### config.mk
export PLATFORM = sky130hd
export DESIGN_NAME = disk_request_scheduler_flat
export DESIGN_NICKNAME = d
export VERILOG_FILES = /design/src/rtl/core/drs_pkg.sv /design/src/rtl/core/drs_in_if.sv /design/src/rtl/core/drs_out_if.sv /design/src/rtl/core/drs_ram.sv /design/src/rtl/core/drs_seek_unit.sv /design/src/rtl/core/disk_request_scheduler.sv /design/src/flat_wrapper.sv
export SDC_FILE = /design/constraint.sdc
export NUM_CORES = 1
export LEC_CHECK = 0
export ABC_CLOCK_PERIOD_IN_PS = 6600
export CORE_MARGIN = 2
export CORE_UTILIZATION = 64
export CTS_CLUSTER_SIZE = 30
export DETAILED_ROUTE_END_ITERATION = 16
export DONT_BUFFER_PORTS = 1
export GPL_ROUTABILITY_DRIVEN = 0
export PLACE_DENSITY = 0.8
export RECOVER_POWER = 25
export SETUP_SLACK_MARGIN = 0.02
export SYNTH_ARGS = -nofsm -noshare
export SYNTH_HDL_FRONTEND = slang
export SYNTH_SLANG_ARGS = --single-unit
### constraint.sdc
create_clock -name clk -period 6.6 [get_ports clk]
set_input_delay 0 -clock clk [delete_from_list [all_inputs] [get_ports clk]]
set_output_delay 0 -clock clk [all_outputs]
set_load 0.005 [all_outputs]
### src/rtl/core/drs_pkg.sv
// drs_pkg: shared types, widths and codes of the disk request scheduler
`default_nettype none
package drs_pkg;

    localparam int QUEUE_DEPTH  = 16;
    localparam int BLOCK_BITS   = 16;
    localparam int TAG_BITS     = 8;
    localparam int IDX_BITS     = $clog2(QUEUE_DEPTH);
    localparam int CNT_BITS     = $clog2(QUEUE_DEPTH + 1);
    localparam int SUM_BITS     = 32;
    localparam int KIND_BITS    = 2;
    localparam int POLICY_BITS  = 2;
    localparam int BLKCNT_BITS  = 17;
    localparam int CFG_IDX_BITS = 1;
    localparam int CFG_DATA_BITS = BLKCNT_BITS;
    localparam int CMP_BITS     = (BLOCK_BITS + 1 > BLKCNT_BITS) ? BLOCK_BITS + 1 : BLKCNT_BITS;

    typedef logic [BLOCK_BITS-1:0] block_t;
    typedef logic [TAG_BITS-1:0]   tag_t;
    typedef logic [KIND_BITS-1:0]  kind_t;
    typedef logic [POLICY_BITS-1:0] policy_t;

    // item kinds
    localparam kind_t KIND_SUBMIT   = 2'd0;
    localparam kind_t KIND_COMPLETE = 2'd1;
    localparam kind_t KIND_DISPATCH = 2'd2;

    // policy codes, the unused code behaves as first come first served
    localparam policy_t POLICY_FCFS  = 2'd0;
    localparam policy_t POLICY_SSTF  = 2'd1;
    localparam policy_t POLICY_CSCAN = 2'd2;

    // configuration register indexes
    localparam logic [CFG_IDX_BITS-1:0] CFG_POLICY = 1'd0;
    localparam logic [CFG_IDX_BITS-1:0] CFG_BLOCKS = 1'd1;

    typedef struct packed {
        block_t blk;
        logic   write;
        tag_t   tag;
    } drs_entry_t;

    localparam int ENTRY_BITS = $bits(drs_entry_t);

    // result of the shared seek unit
    typedef struct packed {
        block_t mag;
        logic   above;
    } seek_t;

    typedef struct packed {
        logic                accepted;
        logic                dispatched;
        block_t              disp_block;
        logic                disp_write;
        tag_t                disp_tag;
        logic                finished;
        tag_t                finished_tag;
        block_t              head_now;
        logic [SUM_BITS-1:0] seek_total;
        logic [CNT_BITS-1:0] pending_count;
    } drs_result_t;

endpackage
`default_nettype wire

### src/rtl/core/drs_in_if.sv
// drs_in_if: input item channel of the disk request scheduler
`default_nettype none
interface drs_in_if;
    import drs_pkg::*;

    logic   valid;
    logic   ready;
    kind_t  kind;
    block_t req_block;
    logic   req_write;
    tag_t   req_tag;

    modport source (output valid, output kind, output req_block, output req_write,
                    output req_tag, input ready);
    modport sink (input valid, input kind, input req_block, input req_write,
                  input req_tag, output ready);
endinterface
`default_nettype wire

### src/rtl/core/drs_out_if.sv
// drs_out_if: result item channel of the disk request scheduler
`default_nettype none
interface drs_out_if;
    import drs_pkg::*;

    logic                valid;
    logic                ready;
    logic                accepted;
    logic                dispatched;
    block_t              disp_block;
    logic                disp_write;
    tag_t                disp_tag;
    logic                finished;
    tag_t                finished_tag;
    block_t              head_now;
    logic [SUM_BITS-1:0] seek_total;
    logic [CNT_BITS-1:0] pending_count;

    modport source (output valid, output accepted, output dispatched, output disp_block,
                    output disp_write, output disp_tag, output finished,
                    output finished_tag, output head_now, output seek_total,
                    output pending_count, input ready);
    modport sink (input valid, input accepted, input dispatched, input disp_block,
                  input disp_write, input disp_tag, input finished, input finished_tag,
                  input head_now, input seek_total, input pending_count, output ready);
endinterface
`default_nettype wire

### src/rtl/core/drs_ram.sv
// drs_ram: generic single write port ram with registered read
`default_nettype none
module drs_ram #(
    parameter int WIDTH = 8,
    parameter int DEPTH = 16
) (
    input  wire logic                     clk,
    input  wire logic                     we,
    input  wire logic [$clog2(DEPTH)-1:0] waddr,
    input  wire logic [WIDTH-1:0]         wdata,
    input  wire logic [$clog2(DEPTH)-1:0] raddr,
    output logic      [WIDTH-1:0]         rdata
);

    logic [WIDTH-1:0] mem [DEPTH];

    always_ff @(posedge clk)
    begin
        if (we)
        begin
            mem[waddr] <= wdata;
        end
        rdata <= mem[raddr];
    end

endmodule
`default_nettype wire

### src/rtl/core/drs_seek_unit.sv
// drs_seek_unit: shared distance unit, magnitude of a minus b and a strictly above b
`default_nettype none
module drs_seek_unit (
    input  wire drs_pkg::block_t a,
    input  wire drs_pkg::block_t b,
    output drs_pkg::seek_t       res
);
    import drs_pkg::*;

    logic [BLOCK_BITS:0] diff;

    always_comb
    begin
        diff      = {1'b0, a} - {1'b0, b};
        // negative difference flips to its two's complement magnitude
        res.mag   = diff[BLOCK_BITS] ? BLOCK_BITS'(~diff[BLOCK_BITS-1:0] + 1'b1)
                                     : diff[BLOCK_BITS-1:0];
        res.above = !diff[BLOCK_BITS] && (diff[BLOCK_BITS-1:0] != '0);
    end

endmodule
`default_nettype wire

### src/rtl/core/disk_request_scheduler.sv
// disk_request_scheduler: pending request table with fcfs, sstf and c-scan dispatch
//
//  channel   dir   handshake        payload
//  request   in    valid / ready    kind, req_block, req_write, req_tag
//  result    out   valid / ready    accepted .. pending_count, one per item
//  cfg       in    cfg_we only      cfg_index, cfg_data (policy, block count)
//
//  one item at a time: submit, no-op and idle completion go straight to the result;
//  a completion first passes the gap and accumulate states; a dispatch scans, then shifts:
//  the scan reads the table ram once per entry (every entry for sstf and c-scan, only the
//  head for fcfs), the shift moves n - sel - 1 entries down one place, one per cycle
//  rst_n is asynchronous; the table ram is not cleared, only the count
//  the result register holds while result.ready is low; a new item is still taken, but its result waits
`default_nettype none
module disk_request_scheduler (
    input  wire logic                                clk,
    input  wire logic                                rst_n,
    input  wire logic                                cfg_we,
    input  wire logic [drs_pkg::CFG_IDX_BITS-1:0]    cfg_index,
    input  wire logic [drs_pkg::CFG_DATA_BITS-1:0]   cfg_data,
    drs_in_if.sink                                   request,
    drs_out_if.source                                result
);
    import drs_pkg::*;

    typedef enum logic [2:0] {
        S_IDLE,
        S_SCAN,
        S_SHIFT,
        S_GAP,
        S_ACCUM,
        S_DONE
    } state_t;

    state_t state_reg, state_next;

    // configuration
    policy_t                policy_reg, policy_next;
    logic [BLKCNT_BITS-1:0] blocks_reg, blocks_next;

    // scheduler state
    logic [CNT_BITS-1:0] count_reg, count_next;
    logic                busy_reg, busy_next;
    block_t              service_block_reg, service_block_next;
    tag_t                service_tag_reg, service_tag_next;
    block_t              head_reg, head_next;
    logic [SUM_BITS-1:0] sum_reg, sum_next;
    block_t              gap_reg, gap_next;

    // per item result flags
    logic   acc_reg, acc_next;
    logic   disp_reg, disp_next;
    block_t dblk_reg, dblk_next;
    logic   dwr_reg, dwr_next;
    tag_t   dtag_reg, dtag_next;
    logic   fin_reg, fin_next;
    tag_t   ftag_reg, ftag_next;

    // scan pipeline: issue a read, evaluate the entry in the following cycle
    logic [CNT_BITS-1:0] rd_idx_reg, rd_idx_next;
    logic [CNT_BITS-1:0] scan_lim_reg, scan_lim_next;
    logic                ev_vld_reg, ev_vld_next;
    logic [IDX_BITS-1:0] ev_idx_reg, ev_idx_next;

    // best by distance (sstf nearest, c-scan nearest above)
    logic                b1_vld_reg, b1_vld_next;
    block_t              b1_dist_reg, b1_dist_next;
    logic [IDX_BITS-1:0] b1_idx_reg, b1_idx_next;
    drs_entry_t          b1_ent_reg, b1_ent_next;
    // lowest block, earliest first (c-scan wrap, fcfs first entry)
    logic                b2_vld_reg, b2_vld_next;
    logic [IDX_BITS-1:0] b2_idx_reg, b2_idx_next;
    drs_entry_t          b2_ent_reg, b2_ent_next;

    // compaction
    logic [CNT_BITS-1:0] sh_rd_reg, sh_rd_next;
    logic                sh_wvld_reg, sh_wvld_next;
    logic [IDX_BITS-1:0] sh_waddr_reg, sh_waddr_next;

    // output register
    logic        out_valid_reg, out_valid_next;
    drs_result_t out_reg, out_next;

    // table ram and shared seek unit
    logic                  ram_we;
    logic [IDX_BITS-1:0]   ram_waddr;
    drs_entry_t            ram_wdata;
    logic [IDX_BITS-1:0]   ram_raddr;
    logic [ENTRY_BITS-1:0] ram_rdata_bits;
    drs_entry_t            ram_rdata;
    block_t                seek_a;
    block_t                seek_b;
    seek_t                 seek;

    logic                  accept_in;
    logic [SUM_BITS:0]     sum_wide;
    logic                  take_b1;
    logic [IDX_BITS-1:0]   sel_idx;
    drs_entry_t            sel_ent;

    drs_ram #(
        .WIDTH (ENTRY_BITS),
        .DEPTH (QUEUE_DEPTH)
    ) u_table (
        .clk   (clk),
        .we    (ram_we),
        .waddr (ram_waddr),
        .wdata (ram_wdata),
        .raddr (ram_raddr),
        .rdata (ram_rdata_bits)
    );

    assign ram_rdata = drs_entry_t'(ram_rdata_bits);

    drs_seek_unit u_seek (
        .a   (seek_a),
        .b   (seek_b),
        .res (seek)
    );

    assign request.ready = (state_reg == S_IDLE);
    assign accept_in     = request.valid && request.ready;

    assign result.valid         = out_valid_reg;
    assign result.accepted      = out_reg.accepted;
    assign result.dispatched    = out_reg.dispatched;
    assign result.disp_block    = out_reg.disp_block;
    assign result.disp_write    = out_reg.disp_write;
    assign result.disp_tag      = out_reg.disp_tag;
    assign result.finished      = out_reg.finished;
    assign result.finished_tag  = out_reg.finished_tag;
    assign result.head_now      = out_reg.head_now;
    assign result.seek_total    = out_reg.seek_total;
    assign result.pending_count = out_reg.pending_count;

    always_comb
    begin
        state_next         = state_reg;
        policy_next        = policy_reg;
        blocks_next        = blocks_reg;
        count_next         = count_reg;
        busy_next          = busy_reg;
        service_block_next = service_block_reg;
        service_tag_next   = service_tag_reg;
        head_next          = head_reg;
        sum_next           = sum_reg;
        gap_next           = gap_reg;
        acc_next           = acc_reg;
        disp_next          = disp_reg;
        dblk_next          = dblk_reg;
        dwr_next           = dwr_reg;
        dtag_next          = dtag_reg;
        fin_next           = fin_reg;
        ftag_next          = ftag_reg;
        rd_idx_next        = rd_idx_reg;
        scan_lim_next      = scan_lim_reg;
        ev_vld_next        = ev_vld_reg;
        ev_idx_next        = ev_idx_reg;
        b1_vld_next        = b1_vld_reg;
        b1_dist_next       = b1_dist_reg;
        b1_idx_next        = b1_idx_reg;
        b1_ent_next        = b1_ent_reg;
        b2_vld_next        = b2_vld_reg;
        b2_idx_next        = b2_idx_reg;
        b2_ent_next        = b2_ent_reg;
        sh_rd_next         = sh_rd_reg;
        sh_wvld_next       = sh_wvld_reg;
        sh_waddr_next      = sh_waddr_reg;
        out_valid_next     = out_valid_reg;
        out_next           = out_reg;

        ram_we    = 1'b0;
        ram_waddr = sh_waddr_reg;
        ram_wdata = ram_rdata;
        ram_raddr = rd_idx_reg[IDX_BITS-1:0];
        seek_a    = ram_rdata.blk;
        seek_b    = head_reg;
        sum_wide  = {1'b0, sum_reg} + (SUM_BITS + 1)'(gap_reg);

        // sstf always takes the nearest; c-scan takes nearest above if any
        take_b1 = (policy_reg == POLICY_SSTF) || ((policy_reg == POLICY_CSCAN) && b1_vld_reg);
        sel_idx = take_b1 ? b1_idx_reg : b2_idx_reg;
        sel_ent = take_b1 ? b1_ent_reg : b2_ent_reg;

        // configuration writes must arrive only while idle; the block itself does not enforce this
        if (cfg_we)
        begin
            if (cfg_index == CFG_POLICY)
            begin
                policy_next = cfg_data[POLICY_BITS-1:0];
            end
            else if (cfg_index == CFG_BLOCKS)
            begin
                blocks_next = cfg_data[BLKCNT_BITS-1:0];
            end
        end

        if (result.ready)
        begin
            out_valid_next = 1'b0;
        end

        case (state_reg)
            S_IDLE:
            begin
                if (accept_in)
                begin
                    acc_next   = 1'b0;
                    disp_next  = 1'b0;
                    dblk_next  = '0;
                    dwr_next   = 1'b0;
                    dtag_next  = '0;
                    fin_next   = 1'b0;
                    ftag_next  = '0;
                    state_next = S_DONE;
                    case (request.kind)
                        KIND_SUBMIT:
                        begin
                            // store only with room and an in-range block
                            if ((count_reg < CNT_BITS'(QUEUE_DEPTH)) &&
                                (CMP_BITS'(request.req_block) < CMP_BITS'(blocks_reg)))
                            begin
                                ram_we     = 1'b1;
                                ram_waddr  = count_reg[IDX_BITS-1:0];
                                ram_wdata  = '{blk: request.req_block,
                                               write: request.req_write,
                                               tag: request.req_tag};
                                count_next = count_reg + 1'b1;
                                acc_next   = 1'b1;
                            end
                        end
                        KIND_COMPLETE:
                        begin
                            if (busy_reg)
                            begin
                                state_next = S_GAP;
                            end
                        end
                        KIND_DISPATCH:
                        begin
                            if (!busy_reg && (count_reg != '0))
                            begin
                                rd_idx_next = '0;
                                // fcfs only looks at the head of the table
                                scan_lim_next = ((policy_reg == POLICY_SSTF) ||
                                                 (policy_reg == POLICY_CSCAN)) ?
                                                count_reg : CNT_BITS'(1);
                                ev_vld_next = 1'b0;
                                b1_vld_next = 1'b0;
                                b2_vld_next = 1'b0;
                                state_next  = S_SCAN;
                            end
                        end
                        default:
                        begin
                            state_next = S_DONE;
                        end
                    endcase
                end
            end

            S_SCAN:
            begin
                // read issue
                if (rd_idx_reg < scan_lim_reg)
                begin
                    ram_raddr   = rd_idx_reg[IDX_BITS-1:0];
                    rd_idx_next = rd_idx_reg + 1'b1;
                    ev_vld_next = 1'b1;
                    ev_idx_next = rd_idx_reg[IDX_BITS-1:0];
                end
                else
                begin
                    ev_vld_next = 1'b0;
                end

                // evaluate the entry read last cycle, strict compares keep the earliest
                if (ev_vld_reg)
                begin
                    if (((policy_reg == POLICY_SSTF) ||
                         ((policy_reg == POLICY_CSCAN) && seek.above)) &&
                        (!b1_vld_reg || (seek.mag < b1_dist_reg)))
                    begin
                        b1_vld_next  = 1'b1;
                        b1_dist_next = seek.mag;
                        b1_idx_next  = ev_idx_reg;
                        b1_ent_next  = ram_rdata;
                    end
                    if (!b2_vld_reg || (ram_rdata.blk < b2_ent_reg.blk))
                    begin
                        b2_vld_next = 1'b1;
                        b2_idx_next = ev_idx_reg;
                        b2_ent_next = ram_rdata;
                    end
                end

                // scan drained: pick and put the request in service
                if ((rd_idx_reg == scan_lim_reg) && !ev_vld_reg)
                begin
                    disp_next          = 1'b1;
                    dblk_next          = sel_ent.blk;
                    dwr_next           = sel_ent.write;
                    dtag_next          = sel_ent.tag;
                    service_block_next = sel_ent.blk;
                    service_tag_next   = sel_ent.tag;
                    sh_rd_next         = CNT_BITS'(sel_idx) + 1'b1;
                    sh_wvld_next       = 1'b0;
                    state_next         = S_SHIFT;
                end
            end

            S_SHIFT:
            begin
                // entry read last cycle lands one place lower
                if (sh_wvld_reg)
                begin
                    ram_we    = 1'b1;
                    ram_waddr = sh_waddr_reg;
                    ram_wdata = ram_rdata;
                end
                if (sh_rd_reg < count_reg)
                begin
                    ram_raddr     = sh_rd_reg[IDX_BITS-1:0];
                    sh_rd_next    = sh_rd_reg + 1'b1;
                    sh_wvld_next  = 1'b1;
                    sh_waddr_next = sh_rd_reg[IDX_BITS-1:0] - IDX_BITS'(1);
                end
                else
                begin
                    sh_wvld_next = 1'b0;
                    if (!sh_wvld_reg)
                    begin
                        count_next = count_reg - 1'b1;
                        busy_next  = 1'b1;
                        state_next = S_DONE;
                    end
                end
            end

            S_GAP:
            begin
                // distance from head to the block in service
                seek_a     = head_reg;
                seek_b     = service_block_reg;
                gap_next   = seek.mag;
                state_next = S_ACCUM;
            end

            S_ACCUM:
            begin
                // saturating step total
                sum_next   = sum_wide[SUM_BITS] ? '1 : sum_wide[SUM_BITS-1:0];
                head_next  = service_block_reg;
                busy_next  = 1'b0;
                fin_next   = 1'b1;
                ftag_next  = service_tag_reg;
                state_next = S_DONE;
            end

            S_DONE:
            begin
                if (!out_valid_reg || result.ready)
                begin
                    out_valid_next         = 1'b1;
                    out_next.accepted      = acc_reg;
                    out_next.dispatched    = disp_reg;
                    out_next.disp_block    = dblk_reg;
                    out_next.disp_write    = dwr_reg;
                    out_next.disp_tag      = dtag_reg;
                    out_next.finished      = fin_reg;
                    out_next.finished_tag  = ftag_reg;
                    out_next.head_now      = head_reg;
                    out_next.seek_total    = sum_reg;
                    out_next.pending_count = count_reg;
                    state_next             = S_IDLE;
                end
            end

            default:
            begin
                state_next = S_IDLE;
            end
        endcase
    end

    always_ff @(posedge clk or negedge rst_n)
    begin
        if (!rst_n)
        begin
            state_reg         <= S_IDLE;
            policy_reg        <= POLICY_FCFS;
            blocks_reg        <= BLKCNT_BITS'(65536);
            count_reg         <= '0;
            busy_reg          <= 1'b0;
            service_block_reg <= '0;
            service_tag_reg   <= '0;
            head_reg          <= '0;
            sum_reg           <= '0;
            gap_reg           <= '0;
            acc_reg           <= 1'b0;
            disp_reg          <= 1'b0;
            dblk_reg          <= '0;
            dwr_reg           <= 1'b0;
            dtag_reg          <= '0;
            fin_reg           <= 1'b0;
            ftag_reg          <= '0;
            rd_idx_reg        <= '0;
            scan_lim_reg      <= '0;
            ev_vld_reg        <= 1'b0;
            ev_idx_reg        <= '0;
            b1_vld_reg        <= 1'b0;
            b1_dist_reg       <= '0;
            b1_idx_reg        <= '0;
            b1_ent_reg        <= '0;
            b2_vld_reg        <= 1'b0;
            b2_idx_reg        <= '0;
            b2_ent_reg        <= '0;
            sh_rd_reg         <= '0;
            sh_wvld_reg       <= 1'b0;
            sh_waddr_reg      <= '0;
            out_valid_reg     <= 1'b0;
            out_reg           <= '0;
        end
        else
        begin
            state_reg         <= state_next;
            policy_reg        <= policy_next;
            blocks_reg        <= blocks_next;
            count_reg         <= count_next;
            busy_reg          <= busy_next;
            service_block_reg <= service_block_next;
            service_tag_reg   <= service_tag_next;
            head_reg          <= head_next;
            sum_reg           <= sum_next;
            gap_reg           <= gap_next;
            acc_reg           <= acc_next;
            disp_reg          <= disp_next;
            dblk_reg          <= dblk_next;
            dwr_reg           <= dwr_next;
            dtag_reg          <= dtag_next;
            fin_reg           <= fin_next;
            ftag_reg          <= ftag_next;
            rd_idx_reg        <= rd_idx_next;
            scan_lim_reg      <= scan_lim_next;
            ev_vld_reg        <= ev_vld_next;
            ev_idx_reg        <= ev_idx_next;
            b1_vld_reg        <= b1_vld_next;
            b1_dist_reg       <= b1_dist_next;
            b1_idx_reg        <= b1_idx_next;
            b1_ent_reg        <= b1_ent_next;
            b2_vld_reg        <= b2_vld_next;
            b2_idx_reg        <= b2_idx_next;
            b2_ent_reg        <= b2_ent_next;
            sh_rd_reg         <= sh_rd_next;
            sh_wvld_reg       <= sh_wvld_next;
            sh_waddr_reg      <= sh_waddr_next;
            out_valid_reg     <= out_valid_next;
            out_reg           <= out_next;
        end
    end

`ifndef SYNTHESIS
    // table never holds more than its depth
    a_count_bound: assert property (@(posedge clk) disable iff (!rst_n)
        count_reg <= CNT_BITS'(QUEUE_DEPTH))
        else $error("pending count above table depth");

    // a scanned entry always lies inside the filled part of the table
    a_scan_in_range: assert property (@(posedge clk) disable iff (!rst_n)
        (state_reg == S_SCAN) && ev_vld_reg |-> CNT_BITS'(ev_idx_reg) < count_reg)
        else $error("scan evaluated an entry beyond the table fill");

    // compaction writes stay below the fill
    a_shift_in_range: assert property (@(posedge clk) disable iff (!rst_n)
        (state_reg == S_SHIFT) && sh_wvld_reg |-> CNT_BITS'(sh_waddr_reg) < count_reg)
        else $error("compaction wrote beyond the table fill");

    // an item never both dispatches and retires
    a_one_event: assert property (@(posedge clk) disable iff (!rst_n)
        out_valid_reg |-> !(out_reg.dispatched && out_reg.finished))
        else $error("result both dispatched and finished");

    // a dispatch leaves the disk busy with one entry fewer
    a_dispatch_effect: assert property (@(posedge clk) disable iff (!rst_n)
        (state_reg == S_SHIFT) && (state_next == S_DONE)
        |=> busy_reg && (count_reg == $past(count_reg) - 1'b1))
        else $error("dispatch did not update busy and count");
`endif

endmodule
`default_nettype wire
### src/flat_wrapper.sv
// flat-port wrapper written by rule: the top's interface ports become plain ports
module disk_request_scheduler_flat import drs_pkg::*;
  (clk, rst_n, cfg_we, cfg_index, cfg_data, request_valid, request_kind, request_req_block, request_req_write, request_req_tag, request_ready, result_valid, result_accepted, result_dispatched, result_disp_block, result_disp_write, result_disp_tag, result_finished, result_finished_tag, result_head_now, result_seek_total, result_pending_count, result_ready);
  drs_in_if request_i ();
  drs_out_if result_i ();
  input  wire logic clk;
  input  wire logic rst_n;
  input  wire logic cfg_we;
  input  wire logic [drs_pkg::CFG_IDX_BITS-1:0] cfg_index;
  input  wire logic [drs_pkg::CFG_DATA_BITS-1:0] cfg_data;
  input wire logic [$bits(request_i.valid)-1:0] request_valid;
  input wire logic [$bits(request_i.kind)-1:0] request_kind;
  input wire logic [$bits(request_i.req_block)-1:0] request_req_block;
  input wire logic [$bits(request_i.req_write)-1:0] request_req_write;
  input wire logic [$bits(request_i.req_tag)-1:0] request_req_tag;
  output wire logic [$bits(request_i.ready)-1:0] request_ready;
  output wire logic [$bits(result_i.valid)-1:0] result_valid;
  output wire logic [$bits(result_i.accepted)-1:0] result_accepted;
  output wire logic [$bits(result_i.dispatched)-1:0] result_dispatched;
  output wire logic [$bits(result_i.disp_block)-1:0] result_disp_block;
  output wire logic [$bits(result_i.disp_write)-1:0] result_disp_write;
  output wire logic [$bits(result_i.disp_tag)-1:0] result_disp_tag;
  output wire logic [$bits(result_i.finished)-1:0] result_finished;
  output wire logic [$bits(result_i.finished_tag)-1:0] result_finished_tag;
  output wire logic [$bits(result_i.head_now)-1:0] result_head_now;
  output wire logic [$bits(result_i.seek_total)-1:0] result_seek_total;
  output wire logic [$bits(result_i.pending_count)-1:0] result_pending_count;
  input wire logic [$bits(result_i.ready)-1:0] result_ready;
  assign request_i.valid = request_valid;
  assign request_i.kind = request_kind;
  assign request_i.req_block = request_req_block;
  assign request_i.req_write = request_req_write;
  assign request_i.req_tag = request_req_tag;
  assign request_ready = request_i.ready;
  assign result_valid = result_i.valid;
  assign result_accepted = result_i.accepted;
  assign result_dispatched = result_i.dispatched;
  assign result_disp_block = result_i.disp_block;
  assign result_disp_write = result_i.disp_write;
  assign result_disp_tag = result_i.disp_tag;
  assign result_finished = result_i.finished;
  assign result_finished_tag = result_i.finished_tag;
  assign result_head_now = result_i.head_now;
  assign result_seek_total = result_i.seek_total;
  assign result_pending_count = result_i.pending_count;
  assign result_i.ready = result_ready;
  disk_request_scheduler u_core (.clk(clk), .rst_n(rst_n), .cfg_we(cfg_we), .cfg_index(cfg_index), .cfg_data(cfg_data), .request(request_i), .result(result_i));
endmodule
==> impl_metrics.toml <==
[synthesis]
yosysWarnings = 0
synth.distinct_cells = 70
synth_area_um2 = 34400
netlist.area_leader.share_pct = 35.0
synth_edf_count = 400
synth_area_leaders = "edfxtp_1 35%, dfrtp_1 25%, mux2_2 8.0%"
synth-seq-cells = 768
ys_seq_area_share_pct = 61.4
netlist_instances = 2421
ys.flop_type = "edfxtp_1"
yosys.area.top_type = "edfxtp_1"
syn-num-nets = 2572
async_flop_share_pct = 44.7
syn_area_per_cell_um2 = 14.2

[setup_path]
cp_num_buf_inv = 2
worstReg2RegEnd = "u_core.b1_ent_reg[18]"
crit_slowest_cell = "a311o_2"
critical_path_class = "reg -> reg"
critPathCaptureType = "flip-flop"
r2r_slack_ns = 0.62
cp-start-kind = "flip-flop"
max_stage_delay_ns = 0.51
worst_ep_required_time_ns = 7.09
crit_fanout = 27
cp.arrival_ns = 6.47
path_cells = "nand3b_1 -> buf_12 -> mux2_2 -> ha_1 -> fa_1 -> nor2b_1 -> o31a_1 -> o211ai_1 -> nand2b_1 -> a31oi_1 -> o21ai_1 -> nor2_1 -> a21oi_1 -> ha_1 -> a21boi_0 -> o21a_1 -> o21a_1 -> o21ai_0 -> nand2b_1 -> a211oi_1 -> o221ai_1 -> a311o_2 -> buf_12 -> mux2_4"
r2r-start = "u_core.state_reg[2]"
rr_worst_depth = 24
cp_top_family = "compound AO/OA/AOI/OAI gates"

[clock_network]
ctsHtreeMaxLevel = 3
clk_latency_ns = 0.62
clk_path_buf_depth = 3
cts_root_buffer = "clkbuf_16"
path_clk_slew_ns = 0.06
tritoncts = "built"
hold_buffers = 68
cts.sinks = 768
cts_resized = 0
numCtsBuffers = 76

[final_layout]
fill_cells = 3263
final_cells = 3251
area_growth_pct = 12.4
nNetsFinal = 2650
stdcell_area_um2 = 38600
layout_commonest_cell = "edfxtp_1"
largest_register_ffs = 400
drive_gt1_share_pct = 20.4
layout_common_cells = "400 x edfxtp_1, 342 x dfrtp_1, 243 x mux2_2"

[die]
die_h_um = 236
start_util_pct = 65.0
rows = 84
coreArea_um2 = 52900
dieArea_um2 = 55600
io_pins = 141
die_w_um = 236

[status]
outcome = "finished with violations"
violations = "negative hold slack"

[detailed_routing]
drt-total-wl_mm = 76.6
drtAntennaViolNets = 0
via_per_inst = 6.29
drtIter0Drc = 1708
vias = 20444
drc = 0
wl_per_cell_um = 23.6
dr.pass1.iters = 5

[placement]
dpl_cell_area_um2 = 35300
dpl.cell_count = 3040
port_buffers = 0
post-dp-hpwl_mm = 46.1

[pwr]
irDropWorstVdd_mv = 0.528
power.density_nw_per_um2 = 535
leakage_nw = 16.4
report.power.total_mw = 20.7

[timing]
slew_violations = 0
final_hold_viol_count = 343
hold_ws_ns = -0.908
setup_violations = 0
finalWorstPathRequiredPeriod_ns = 5.98
finalSetupTns_ns = 0
worst_slew_pin_slew_ns = 1.00
rsz0062_at_grt = "no"
relSlewSlack_pct = 31.7
fin_skew_ns = 0.0174
period_share_pct = 90.6
max_freq_ghz = 0.167

[grt]
grt_overflow = 0
grt_usage_pct = 27.7
grt_start_max_net_pins = 344
antenna_found_initial = 3
grt_pass1_wl_mm = 120
grt_pass1_vias = 21060

[run]
max-cap-violations = 0

[hold_path]
hold_class = "in -> async"
==> worst reg2reg max path: cells and delay by family, from the launching register on <==
family / cells / cell delay (ns)
mux: 2 / 0.69
simple gates: 5 / 0.66
fa+ha+maj: 3 / 0.91
flops: 1 / 0.50
compound gates: 12 / 2.70
buf+inv: 2 / 0.42
==> logic make-up (layout without fill, tap and decap cells) <==
kind of cell             Yosys count  after routing  share of synthesized area, %
AO/OA/AOI/OAI                    404            404                          8.43
XOR/XNOR                          53             53                          1.35
adder cells (fa/ha/maj)          101            101                          3.74
buffers and inverters            200            340                          2.51
flip-flops                       768            768                          61.4
multiplexers                     512            512                          17.3
other                              0              2                             0
AND/OR/NAND/NOR                  383            383                          5.28
==> where the power goes <==
| group | total, mW | switching [mW] | internal, mW |
|---|---|---|---|
| registers | 7.34 | 0.928 | 6.41 |
| clock network | 4.48 | 1.80 | 2.67 |
| logic | 8.85 | 4.84 | 4.02 |
==> what timing repair did <==
action                     CTS  global route
buffers inserted             0             1
setup endpoints to repair    0            35
hold endpoints to repair   797           343
==> layer usage <==
layer  global-route usage, %  share of wire (%)
met1                    36.2                 42
met2                    47.8                 51
met3                    4.37                4.9
met4                    9.01                2.6
met5                       0              0.025
==> Yosys cell counts (13+ instances only) <==
cell type and count:
a21oi_1 55, ha_1 98, a31oi_1 28, o21ai_0 59
mux2_4 38, o21a_1 17, mux2i_1 205, inv_1 88
a21o_1 46, buf_2 25, dfxtp_1 25, nand2_1 138
xor2_1 25, nor2_1 94, a31o_2 26, edfxtp_1 400
nand2b_1 16, a211oi_1 59, nand3_1 24, xnor2_1 28
o31ai_1 17, mux2_2 243, mux4_2 25, and3_1 13
clkbuf_1 73, o31a_1 27, o211a_1 28, dfrtp_1 342
nor2b_1 39
==> area by class of cell <==
cell class                 count  area (µm²)  share of cell area, %
clock buffer                 101        2130                   5.52
multi-input combinational   1453       12600                   32.7
timing repair buffer         112        1090                   2.81
clock inverter                39         475                   1.23
tap                          688         861                   2.23
antenna                        2        5.00                 0.0130
inverter                      88         330                  0.855
sequential                   768       21100                   54.6
==> how the worst max path moves through the flow <==
stage                                   start  cells past startpoint  slack (ns)                      to
after CTS                 u_core.state_reg[2]                     22        0.26   u_core.b1_dist_reg[9]
final                     u_core.state_reg[2]                     24        0.62   u_core.b1_ent_reg[18]
after global routing      u_core.state_reg[2]                     21        0.19  u_core.b1_dist_reg[14]
after global placement    u_core.state_reg[2]                     22        0.55  u_core.b1_dist_reg[12]
after detailed placement  u_core.state_reg[2]                     22        0.31  u_core.b1_dist_reg[14]
after floorplan           u_core.state_reg[0]                     26        0.85  u_core.b1_dist_reg[15]
==> per-stage QoR <==
stage          util [%]  setup WS [ns]  hold WS, ns
6_report           73.1          0.619       -0.908
5_1_grt            73.1          0.192       -0.930
4_1_cts            73.0          0.258       -0.935
3_5_place_dp       66.8          0.309       -0.289
3_3_place_gp       66.8          0.546       -0.289
2_1_floorplan         -          0.847       -0.296
(Power assumes the default switching activity.)
